==> src/rtl/uscx_pkg.sv <==
`timescale 1ns / 1ps
// Shared types, constants and helpers for the URL scheme extractor.
// Depends on nothing; imported by every module of the block.
package uscx_pkg;

   // Position counter width and the width of reported positions
   localparam int POSITION_BITS = 16;
   localparam int OUT_BITS      = 16;

   // Lower-cased history window and restart counter
   localparam int WINDOW_LEN  = 7;
   localparam int COUNT_BITS  = 4;
   localparam logic [COUNT_BITS-1:0] RESTART_SAT = COUNT_BITS'(8);

   // Distance from the current byte back to a scheme's first character
   localparam int SPAN_HTTP  = 6;
   localparam int SPAN_FTP   = 5;
   localparam int SPAN_HTTPS = 7;

   // Result queue between the scanner and the result port
   localparam int FIFO_DEPTH     = 4;
   localparam int FIFO_PTR_BITS  = $clog2(FIFO_DEPTH);
   localparam int FIFO_CNT_BITS  = $clog2(FIFO_DEPTH + 1);

   // Character codes
   localparam logic [7:0] CH_SLASH = 8'h2F;
   localparam logic [7:0] CH_COLON = 8'h3A;
   localparam logic [7:0] CH_QUOTE = 8'h22;
   localparam logic [7:0] CH_LT    = 8'h3C;
   localparam logic [7:0] CH_GT    = 8'h3E;
   localparam logic [7:0] CH_SPACE = 8'h20;
   localparam logic [7:0] CH_TAB   = 8'h09;
   localparam logic [7:0] CH_APOS  = 8'h27;
   localparam logic [7:0] CH_CR    = 8'h0D;
   localparam logic [7:0] CH_LF    = 8'h0A;
   localparam logic [7:0] CH_UPPER_A = 8'h41;
   localparam logic [7:0] CH_UPPER_Z = 8'h5A;
   localparam logic [7:0] CASE_OFFSET = 8'h20;

   typedef logic [7:0]               byte_type;
   typedef logic [POSITION_BITS-1:0] pos_type;
   typedef logic [OUT_BITS-1:0]      out_pos_type;
   typedef logic [COUNT_BITS-1:0]    count_type;

   // One reported URL as it travels through the queue
   typedef struct packed {
      out_pos_type url_start;
      out_pos_type url_end;
      logic        ended_at_text_end;
      logic        position_wrapped;
   } result_type;

   // Low bits of a position as reported on the result port
   function automatic out_pos_type pos_out(input pos_type p);
      logic [31:0] wide;
      wide = 32'(p);
      return wide[OUT_BITS-1:0];
   endfunction

   // Fold ASCII A..Z to lower case
   function automatic byte_type fold_case(input byte_type c);
      if (c >= CH_UPPER_A && c <= CH_UPPER_Z) begin
         return c + CASE_OFFSET;
      end
      return c;
   endfunction

endpackage

==> src/rtl/uscx_front.sv <==
`timescale 1ns / 1ps
// Scanner front end: keeps the byte window and position state, detects schemes
// and terminators, and emits one result record per closed URL. Uses uscx_pkg.
module uscx_front
   import uscx_pkg::*;
(
   input  logic       clock,
   input  logic       reset,
   input  logic       item_valid,
   input  byte_type   item_byte,
   input  logic       item_last,
   output logic       ev_valid,
   output result_type ev_data
);

   byte_type  window_ff [WINDOW_LEN];
   count_type count_ff;
   logic      inside_ff;
   pos_type   start_ff;
   pos_type   pos_ff;
   logic      wrap_ff;

   count_type count_in;
   logic      inside_in;
   pos_type   start_in;
   pos_type   pos_in;
   logic      wrap_in;

   byte_type  lc;
   pos_type   next_pos;
   logic      wraps_now;
   logic      is_term;
   logic      term_hit;
   logic      sep_hit;
   count_type avail;
   logic      fit_http, fit_ftp, fit_https;
   logic      match;
   pos_type   match_start;
   logic      restart;
   logic      open_after;

   // Byte classification and position arithmetic
   always_comb begin
      lc        = fold_case(item_byte);
      next_pos  = pos_ff + pos_type'(1);
      wraps_now = (next_pos == '0);
      is_term   = item_byte inside {CH_QUOTE, CH_LT, CH_GT, CH_SPACE,
                                    CH_TAB, CH_APOS, CH_CR, CH_LF};
      term_hit  = inside_ff && is_term;
      sep_hit   = !inside_ff && item_byte == CH_SLASH && window_ff[0] == CH_SLASH &&
                  window_ff[1] == CH_COLON && count_ff >= count_type'(2);
      avail     = count_ff - count_type'(2);
   end

   // Scheme comparison over the window, newest byte first
   always_comb begin
      fit_http  = avail >= count_type'(4) &&
                  window_ff[2] == "p" && window_ff[3] == "t" &&
                  window_ff[4] == "t" && window_ff[5] == "h";
      fit_ftp   = avail >= count_type'(3) &&
                  window_ff[2] == "p" && window_ff[3] == "t" &&
                  window_ff[4] == "f";
      fit_https = avail >= count_type'(5) &&
                  window_ff[2] == "s" && window_ff[3] == "p" &&
                  window_ff[4] == "t" && window_ff[5] == "t" &&
                  window_ff[6] == "h";
      match     = sep_hit && (fit_http || fit_ftp || fit_https);
      // http wins over ftp, ftp over https
      if (fit_http) begin
         match_start = pos_ff - pos_type'(SPAN_HTTP);
      end else if (fit_ftp) begin
         match_start = pos_ff - pos_type'(SPAN_FTP);
      end else begin
         match_start = pos_ff - pos_type'(SPAN_HTTPS);
      end
   end

   // Result record and next state
   always_comb begin
      restart    = term_hit || sep_hit;
      open_after = inside_ff ? !term_hit : match;

      ev_valid = 1'b0;
      ev_data  = '0;
      if (item_valid && term_hit) begin
         ev_valid                  = 1'b1;
         ev_data.url_start         = pos_out(start_ff);
         ev_data.url_end           = pos_out(pos_ff);
         ev_data.ended_at_text_end = 1'b0;
         ev_data.position_wrapped  = wrap_ff;
      end else if (item_valid && item_last && open_after) begin
         ev_valid                  = 1'b1;
         ev_data.url_start         = pos_out(inside_ff ? start_ff : match_start);
         ev_data.url_end           = pos_out(next_pos);
         ev_data.ended_at_text_end = 1'b1;
         ev_data.position_wrapped  = wrap_ff || wraps_now;
      end

      if (restart) begin
         count_in = '0;
      end else if (count_ff < RESTART_SAT) begin
         count_in = count_ff + count_type'(1);
      end else begin
         count_in = count_ff;
      end
      inside_in = open_after;
      start_in  = match ? match_start : start_ff;
      pos_in    = next_pos;
      wrap_in   = wrap_ff || wraps_now;
   end

   // State registers; the final byte of a text clears everything
   always_ff @(posedge clock) begin
      if (reset || (item_valid && item_last)) begin
         for (int i = 0; i < WINDOW_LEN; i++) begin
            window_ff[i] <= '0;
         end
         count_ff  <= '0;
         inside_ff <= 1'b0;
         start_ff  <= '0;
         pos_ff    <= '0;
         wrap_ff   <= 1'b0;
      end else if (item_valid) begin
         for (int i = WINDOW_LEN - 1; i > 0; i--) begin
            window_ff[i] <= window_ff[i-1];
         end
         window_ff[0] <= lc;
         count_ff     <= count_in;
         inside_ff    <= inside_in;
         start_ff     <= start_in;
         pos_ff       <= pos_in;
         wrap_ff      <= wrap_in;
      end
   end

`ifndef SYNTHESIS
   a_ev_needs_item: assert property (@(posedge clock) disable iff (reset)
      ev_valid |-> item_valid)
      else $error("result emitted without an accepted byte");
   a_last_clears: assert property (@(posedge clock) disable iff (reset)
      item_valid && item_last |=> pos_ff == '0 && !inside_ff && count_ff == '0)
      else $error("state not cleared after final byte");
   a_count_sat: assert property (@(posedge clock) disable iff (reset)
      count_ff <= RESTART_SAT)
      else $error("restart counter beyond saturation");
   a_term_from_open: assert property (@(posedge clock) disable iff (reset)
      ev_valid && !ev_data.ended_at_text_end |-> inside_ff)
      else $error("terminator result without an open URL");
`endif

endmodule

==> src/rtl/uscx_fifo.sv <==
`timescale 1ns / 1ps
// Result queue and back end: holds closed URLs until the result port takes
// them, presenting the oldest at the head. Uses uscx_pkg.
module uscx_fifo
   import uscx_pkg::*;
(
   input  logic       clock,
   input  logic       reset,
   input  logic       wr_en,
   input  result_type wr_data,
   input  logic       rd_en,
   output result_type rd_data,
   output logic       is_full,
   output logic       is_empty
);

   result_type                entry_ff [FIFO_DEPTH];
   logic [FIFO_PTR_BITS-1:0]  wr_ptr_ff, rd_ptr_ff;
   logic [FIFO_CNT_BITS-1:0]  count_ff;
   logic [FIFO_PTR_BITS-1:0]  wr_ptr_in, rd_ptr_in;
   logic [FIFO_CNT_BITS-1:0]  count_in;
   logic                      do_wr, do_rd;

   // Status and head of queue
   always_comb begin
      is_full  = (count_ff == FIFO_CNT_BITS'(FIFO_DEPTH));
      is_empty = (count_ff == '0);
      do_wr    = wr_en && !is_full;
      do_rd    = rd_en && !is_empty;
      rd_data  = entry_ff[rd_ptr_ff];
   end

   // Pointer and occupancy update, wrapping at the queue depth
   always_comb begin
      wr_ptr_in = wr_ptr_ff;
      rd_ptr_in = rd_ptr_ff;
      if (do_wr) begin
         wr_ptr_in = (wr_ptr_ff == FIFO_PTR_BITS'(FIFO_DEPTH - 1)) ? '0
                   : wr_ptr_ff + FIFO_PTR_BITS'(1);
      end
      if (do_rd) begin
         rd_ptr_in = (rd_ptr_ff == FIFO_PTR_BITS'(FIFO_DEPTH - 1)) ? '0
                   : rd_ptr_ff + FIFO_PTR_BITS'(1);
      end
      count_in = count_ff;
      if (do_wr && !do_rd) begin
         count_in = count_ff + FIFO_CNT_BITS'(1);
      end else if (do_rd && !do_wr) begin
         count_in = count_ff - FIFO_CNT_BITS'(1);
      end
   end

   // Control registers
   always_ff @(posedge clock) begin
      if (reset) begin
         wr_ptr_ff <= '0;
         rd_ptr_ff <= '0;
         count_ff  <= '0;
      end else begin
         wr_ptr_ff <= wr_ptr_in;
         rd_ptr_ff <= rd_ptr_in;
         count_ff  <= count_in;
      end
   end

   // Entry storage
   always_ff @(posedge clock) begin
      if (do_wr) begin
         entry_ff[wr_ptr_ff] <= wr_data;
      end
   end

`ifndef SYNTHESIS
   a_count_bound: assert property (@(posedge clock) disable iff (reset)
      count_ff <= FIFO_CNT_BITS'(FIFO_DEPTH))
      else $error("queue occupancy beyond depth");
   a_no_overflow: assert property (@(posedge clock) disable iff (reset)
      is_full |-> !do_wr)
      else $error("write into a full queue");
   a_ptr_match: assert property (@(posedge clock) disable iff (reset)
      is_empty |-> wr_ptr_ff == rd_ptr_ff)
      else $error("empty queue with pointers apart");
`endif

endmodule

==> src/rtl/url_scheme_extractor_unit.sv <==
`timescale 1ns / 1ps
// Top level of the URL scheme extractor: scanner front end feeding a result
// queue. Depends on uscx_pkg, uscx_front and uscx_fifo.
//
//   channel   handshake        payload
//   --------  ---------------  ----------------------------------------------
//   request   push / full      req_text_byte, req_last_byte
//   result    empty / pop      rsp_url_start, rsp_url_end,
//                              rsp_ended_at_text_end, rsp_position_wrapped
//
// One request is taken per cycle while full is low; the scanner state updates in the same cycle.
// A result enters the queue when its request is taken and shows on the rsp_ ports once it is at the head.
// The four-entry result queue sets how long the result side may stall before
// full rises; pop and push may both fire in one cycle.
// Synchronous reset clears the scanner state and empties the queue.
module url_scheme_extractor_unit
   import uscx_pkg::*;
(
   input  logic        clock,
   input  logic        reset,
   input  logic [7:0]  req_text_byte,
   input  logic        req_last_byte,
   input  logic        push,
   output logic        full,
   output logic [15:0] rsp_url_start,
   output logic [15:0] rsp_url_end,
   output logic        rsp_ended_at_text_end,
   output logic        rsp_position_wrapped,
   output logic        empty,
   input  logic        pop
);

   logic       item_valid;
   logic       ev_valid;
   result_type ev_data;
   result_type head;
   logic       q_full;
   logic       q_empty;

   // Request accepted only while the queue has room for its result
   assign item_valid = push && !q_full;
   assign full       = q_full;
   assign empty      = q_empty;

   uscx_front u_front (
      .clock      (clock),
      .reset      (reset),
      .item_valid (item_valid),
      .item_byte  (req_text_byte),
      .item_last  (req_last_byte),
      .ev_valid   (ev_valid),
      .ev_data    (ev_data)
   );

   uscx_fifo u_fifo (
      .clock    (clock),
      .reset    (reset),
      .wr_en    (ev_valid),
      .wr_data  (ev_data),
      .rd_en    (pop),
      .rd_data  (head),
      .is_full  (q_full),
      .is_empty (q_empty)
   );

   // Result fields from the head of the queue
   assign rsp_url_start         = head.url_start;
   assign rsp_url_end           = head.url_end;
   assign rsp_ended_at_text_end = head.ended_at_text_end;
   assign rsp_position_wrapped  = head.position_wrapped;

endmodule
==> config.mk <==
export PLATFORM = sky130hd
export DESIGN_NAME = url_scheme_extractor_unit
export DESIGN_NICKNAME = d
export VERILOG_FILES = /design/src/rtl/uscx_pkg.sv /design/src/rtl/uscx_front.sv /design/src/rtl/uscx_fifo.sv /design/src/rtl/url_scheme_extractor_unit.sv
export SDC_FILE = /design/constraint.sdc
export NUM_CORES = 1
export LEC_CHECK = 0
export BUFFER_PORTS_ARGS = -buffer_cell sky130_fd_sc_hd__buf_2
export CAP_MARGIN = 20
export CORE_UTILIZATION = 50
export DETAILED_ROUTE_END_ITERATION = 8
export PLACE_DENSITY = 0.75
export SLEW_MARGIN = 20
export SYNTH_ARGS = -nofsm -noshare
export SYNTH_HDL_FRONTEND = slang
export SYNTH_SLANG_ARGS = --single-unit
==> constraint.sdc <==
create_clock -name clock -period 4.8 [get_ports clock]
set_clock_uncertainty 0.1 [all_clocks]
set_input_delay 0.48 -clock clock [delete_from_list [all_inputs] [get_ports clock]]
set_output_delay 0.48 -clock clock [all_outputs]
set_load 0.01 [all_outputs]
==> Implementation_results.wiki <==
{| class="wikitable"
! Metric !! Value
|-
| Worst setup SP type || flip-flop
|-
| Worst-skew pair later-pin latency || 0.52 ns
|-
| Number of diodes added for antenna fixing || 0
|-
| Yosys warnings || 0
|-
| Pin count of the biggest net entering global routing || 59
|-
| Placement-stage worst setup slack || 0.810 ns
|-
| Share of power burned in registers || 0.512
|-
| Reported max-cap violation count || 0
|-
| Total of hold buffers inserted after clock tree synthesis || 0
|-
| Total count of max-transition violations in the final report || 0
|-
| Outcome || completed
|-
| Clock power frac || 0.402
|-
| Wire length of the first global-routing pass || 33600 um
|-
| Path category of the worst min-delay check || in -> reg
|-
| Switch Pwr || 1120 uW
|-
| Width of the die || 147 um
|-
| Fraction of power spent switching nets || 0.234
|-
| Vias per inst || 5.67
|-
| Cts bufs inserted || 25
|-
| Clock-pin slew on the worst setup and hold paths || 0.06 ns
|-
| Row count || 52
|-
| Data arrival at the endpoint of the critical path || 4.39 ns
|-
| H-tree depth || 1
|-
| Seq cells post-synth || 239
|-
| 1st-pass router iterations || 5
|-
| Combined global-route utilization of all metal layers || 0.199
|-
| Final std cell area, no fill || 0.0119 mm^2
|-
| Final GP Congestion || 0.849
|-
| Total nets after synthesis || 811
|-
| Unique masters post-synth || 66
|-
| Type of destination of the critical path || flip-flop
|-
| Signed area change from the synthesized netlist to the final layout || 13.1%
|-
| Share of layout cells above drive strength 1 || 0.192
|-
| Total setup violations reported at the end of the flow || 0
|-
| Lkg Pwr || 0.00369 uW
|-
| Final critical path time including I/O delays and setup || 4.05 ns
|-
| Unrepaired setup endpoints after global routing || no
|-
| Total clock sinks || 239
|-
| Type of the worst setup path || reg -> reg
|-
| Core Util, Final || 0.583
|-
| Buffers inserted by post-CTS timing repair || 0
|-
| Initial standard-cell utilization of the core || 0.516
|-
| Count of pins on the block boundary || 49
|-
| DIE AREA || 0.0217 mm^2
|-
| Total internal power || 3680 uW
|-
| WL final || 20700 um
|-
| Cells after synthesis || 780
|-
| Total power || 4800 uW
|-
| Number of endpoints with negative hold slack in the final report || 0
|-
| Per-cell routed wire length || 18.6 um
|-
| Post-synth EDFFs || 192
|-
| Most frequently used flop master after synthesis || sky130_fd_sc_hd__edfxtp_1
|-
| Top cells by instance count after synthesis || sky130_fd_sc_hd__edfxtp_1 (192), sky130_fd_sc_hd__nand2_1 (66), sky130_fd_sc_hd__and2_1 (60), sky130_fd_sc_hd__dfxtp_1 (47), sky130_fd_sc_hd__nor2_1 (46)
|-
| Sum of net half-perimeters after detailed placement || 13400 um
|-
| Power per unit of standard cell area || 403 mW/mm^2
|-
| Maximum vdd ir drop || 0.240 mV
|-
| Fmax || 247 MHz
|-
| Final setup margin || 0.753 ns
|-
| Post-placement cell area || 0.0111 mm^2
|-
| Chip height || 147 um
|-
| Final worst-path cycle share || 0.843
|-
| Asr flop ratio synth || 0
|-
| Core region area || 0.0204 mm^2
|-
| Cts repair resizes || 0
|-
| Final-stage net count || 852
|-
| Combinational power share || 0.086
|-
| WP data required || 5.14 ns
|-
| Transition at the pin with the smallest max-transition slack || 0.930 ns
|-
| Worst relative slew slack || 0.380
|-
| Sum of overflow across all layers after global routing || 0
|-
| Number of global-route vias before repair || 6371
|-
| Cell type with the highest aggregate area in the netlist || sky130_fd_sc_hd__edfxtp_1
|-
| DRC marker count from the first detailed-route iteration || 486
|-
| Avg Synthesized Cell Area || 13.5 um^2
|-
| Count of vias placed by the detailed router || 6296
|-
| Max Root-Sink Buffers || 3
|-
| Clock tree from TritonCTS || yes
|-
| Highest fanout seen on the critical path || 20
|-
| Root buffer cell || sky130_fd_sc_hd__clkbuf_16
|-
| Proportion of netlist area held by the largest area contributor || 0.547
|-
| Number of remaining DRC errors || 0
|-
| Sequential-to-total area share from yosys stat || 0.637
|-
| Total of buffers placed on input and output ports || 48
|-
| Synth area leaders || sky130_fd_sc_hd__edfxtp_1 (55%), sky130_fd_sc_hd__dfxtp_1 (8.9%), sky130_fd_sc_hd__mux4_2 (7.3%)
|-
| Netlist area before placement || 0.0105 mm^2
|-
| Most numerous cell in the Yosys netlist || sky130_fd_sc_hd__edfxtp_1
|-
| Setup_tns || 0 ns
|-
| Count of antenna-violating nets left after detailed routing || 0
|-
| Antenna violations before repair || 1
|}
==> worst max-delay path, cell delays in order (launching register included) <==
cell                       delay (ns)
sky130_fd_sc_hd__edfxtp_1        0.38
sky130_fd_sc_hd__or4bb_1         0.54
sky130_fd_sc_hd__or4_1           0.55
sky130_fd_sc_hd__nor3_2          0.27
sky130_fd_sc_hd__o211ai_1        0.19
sky130_fd_sc_hd__or3_1           0.33
sky130_fd_sc_hd__buf_4           0.21
sky130_fd_sc_hd__nand2_1         0.14
sky130_fd_sc_hd__ha_1            0.21
sky130_fd_sc_hd__inv_1           0.06
sky130_fd_sc_hd__fa_1            0.37
sky130_fd_sc_hd__xor2_1          0.17
sky130_fd_sc_hd__or3_1           0.31
sky130_fd_sc_hd__a21oi_1         0.14
==> stage by stage <==
stage,cells,hold WS [ns]
detailed placement,1063,0.393
finish,1110,0.197
floorplan,780,0.338
global route,1110,0.204
global placement,1063,0.350
CTS,1109,0.184
==> registers in the layout, indices dropped and copies added (netlist names), 2 cells and up, named ones only <==
name / count
u_front.count_ff: 4
u_fifo.entry_ff: 136
u_front.window_ff: 56
u_front.pos_ff: 16
u_fifo.rd_ptr_ff: 2
u_fifo.wr_ptr_ff: 2
u_fifo.count_ff: 3
u_front.start_ff: 16
==> layout by cell type, fill, tap and decap left out, types with 5 or more instances in the layout <==
cell type / count
sky130_fd_sc_hd__nand3_1: 18
sky130_fd_sc_hd__nor2_1: 46
sky130_fd_sc_hd__o21ai_0: 38
sky130_fd_sc_hd__mux2i_1: 7
sky130_fd_sc_hd__and2_1: 56
sky130_fd_sc_hd__dfxtp_1: 46
sky130_fd_sc_hd__nand2b_1: 5
sky130_fd_sc_hd__clkbuf_1: 5
sky130_fd_sc_hd__a21oi_1: 24
sky130_fd_sc_hd__nor3_1: 14
sky130_fd_sc_hd__xor2_1: 11
sky130_fd_sc_hd__inv_1: 20
sky130_fd_sc_hd__buf_2: 48
sky130_fd_sc_hd__clkbuf_16: 26
sky130_fd_sc_hd__nor2b_1: 6
sky130_fd_sc_hd__a211oi_1: 12
sky130_fd_sc_hd__nand4_1: 6
sky130_fd_sc_hd__xnor2_1: 10
sky130_fd_sc_hd__mux4_2: 34
sky130_fd_sc_hd__nand2_1: 66
sky130_fd_sc_hd__o22ai_1: 8
sky130_fd_sc_hd__edfxtp_1: 192
sky130_fd_sc_hd__ha_1: 16
sky130_fd_sc_hd__nor4_1: 5
sky130_fd_sc_hd__buf_4: 9
sky130_fd_sc_hd__a22o_1: 7
sky130_fd_sc_hd__nor4bb_1: 5
==> power groups by stage <==
stage / Sequential [uW] / Combinational [uW] / Clock, uW
after global routing: 2480 / 453 / 2050
final: 2460 / 411 / 1930
after detailed placement: 2510 / 417 / 0
after CTS: 2460 / 420 / 1960
after global placement: 2500 / 412 / 0
after floorplan: 2420 / 372 / 0
==> final timing paths <==
path | startpoint | to | slack (ns) | cells past startpoint
worst min-delay path | req_text_byte[4] | u_front.window_ff[0][4] | 0.20 | 2
worst min register to register | u_front.start_ff[10] | u_front.start_ff[10] | 0.40 | 2
worst max-delay path | u_front.window_ff[0][6] | u_fifo.count_ff[2] | 0.75 | 13
worst max register to register | u_front.window_ff[0][6] | u_fifo.count_ff[2] | 0.75 | 13
==> layout make-up <==
type | count | area, um^2
Clock buffer | 34 | 711
Tap cell | 270 | 338
Inverter | 22 | 87.6
Multi-Input combinational cell | 472 | 3550
Timing Repair Buffer | 61 | 388
Sequential cell | 239 | 6710
Clock inverter | 12 | 126
Fill cell | 1631 | 8520
==> kinds of logic after synthesis <==
family | after synthesis | share of synthesized area
flops | 239 | 0.637
buf+inv | 69 | 0.0270
xor+xnor | 21 | 0.0175
compound gates | 120 | 0.0723
simple gates | 268 | 0.140
mux | 45 | 0.0838
fa+ha+maj | 18 | 0.0228
==> routing by layer <==
metal / up-vias / track usage / share of wire
met5: - / 0 / 0
met4: 0 / 0.0510 / 0.020
met2: 146 / 0.350 / 0.51
met1: 3110 / 0.255 / 0.42
li1: 3006 / - / -
met3: 34 / 0.0314 / 0.046
(Power assumes the default switching activity.)
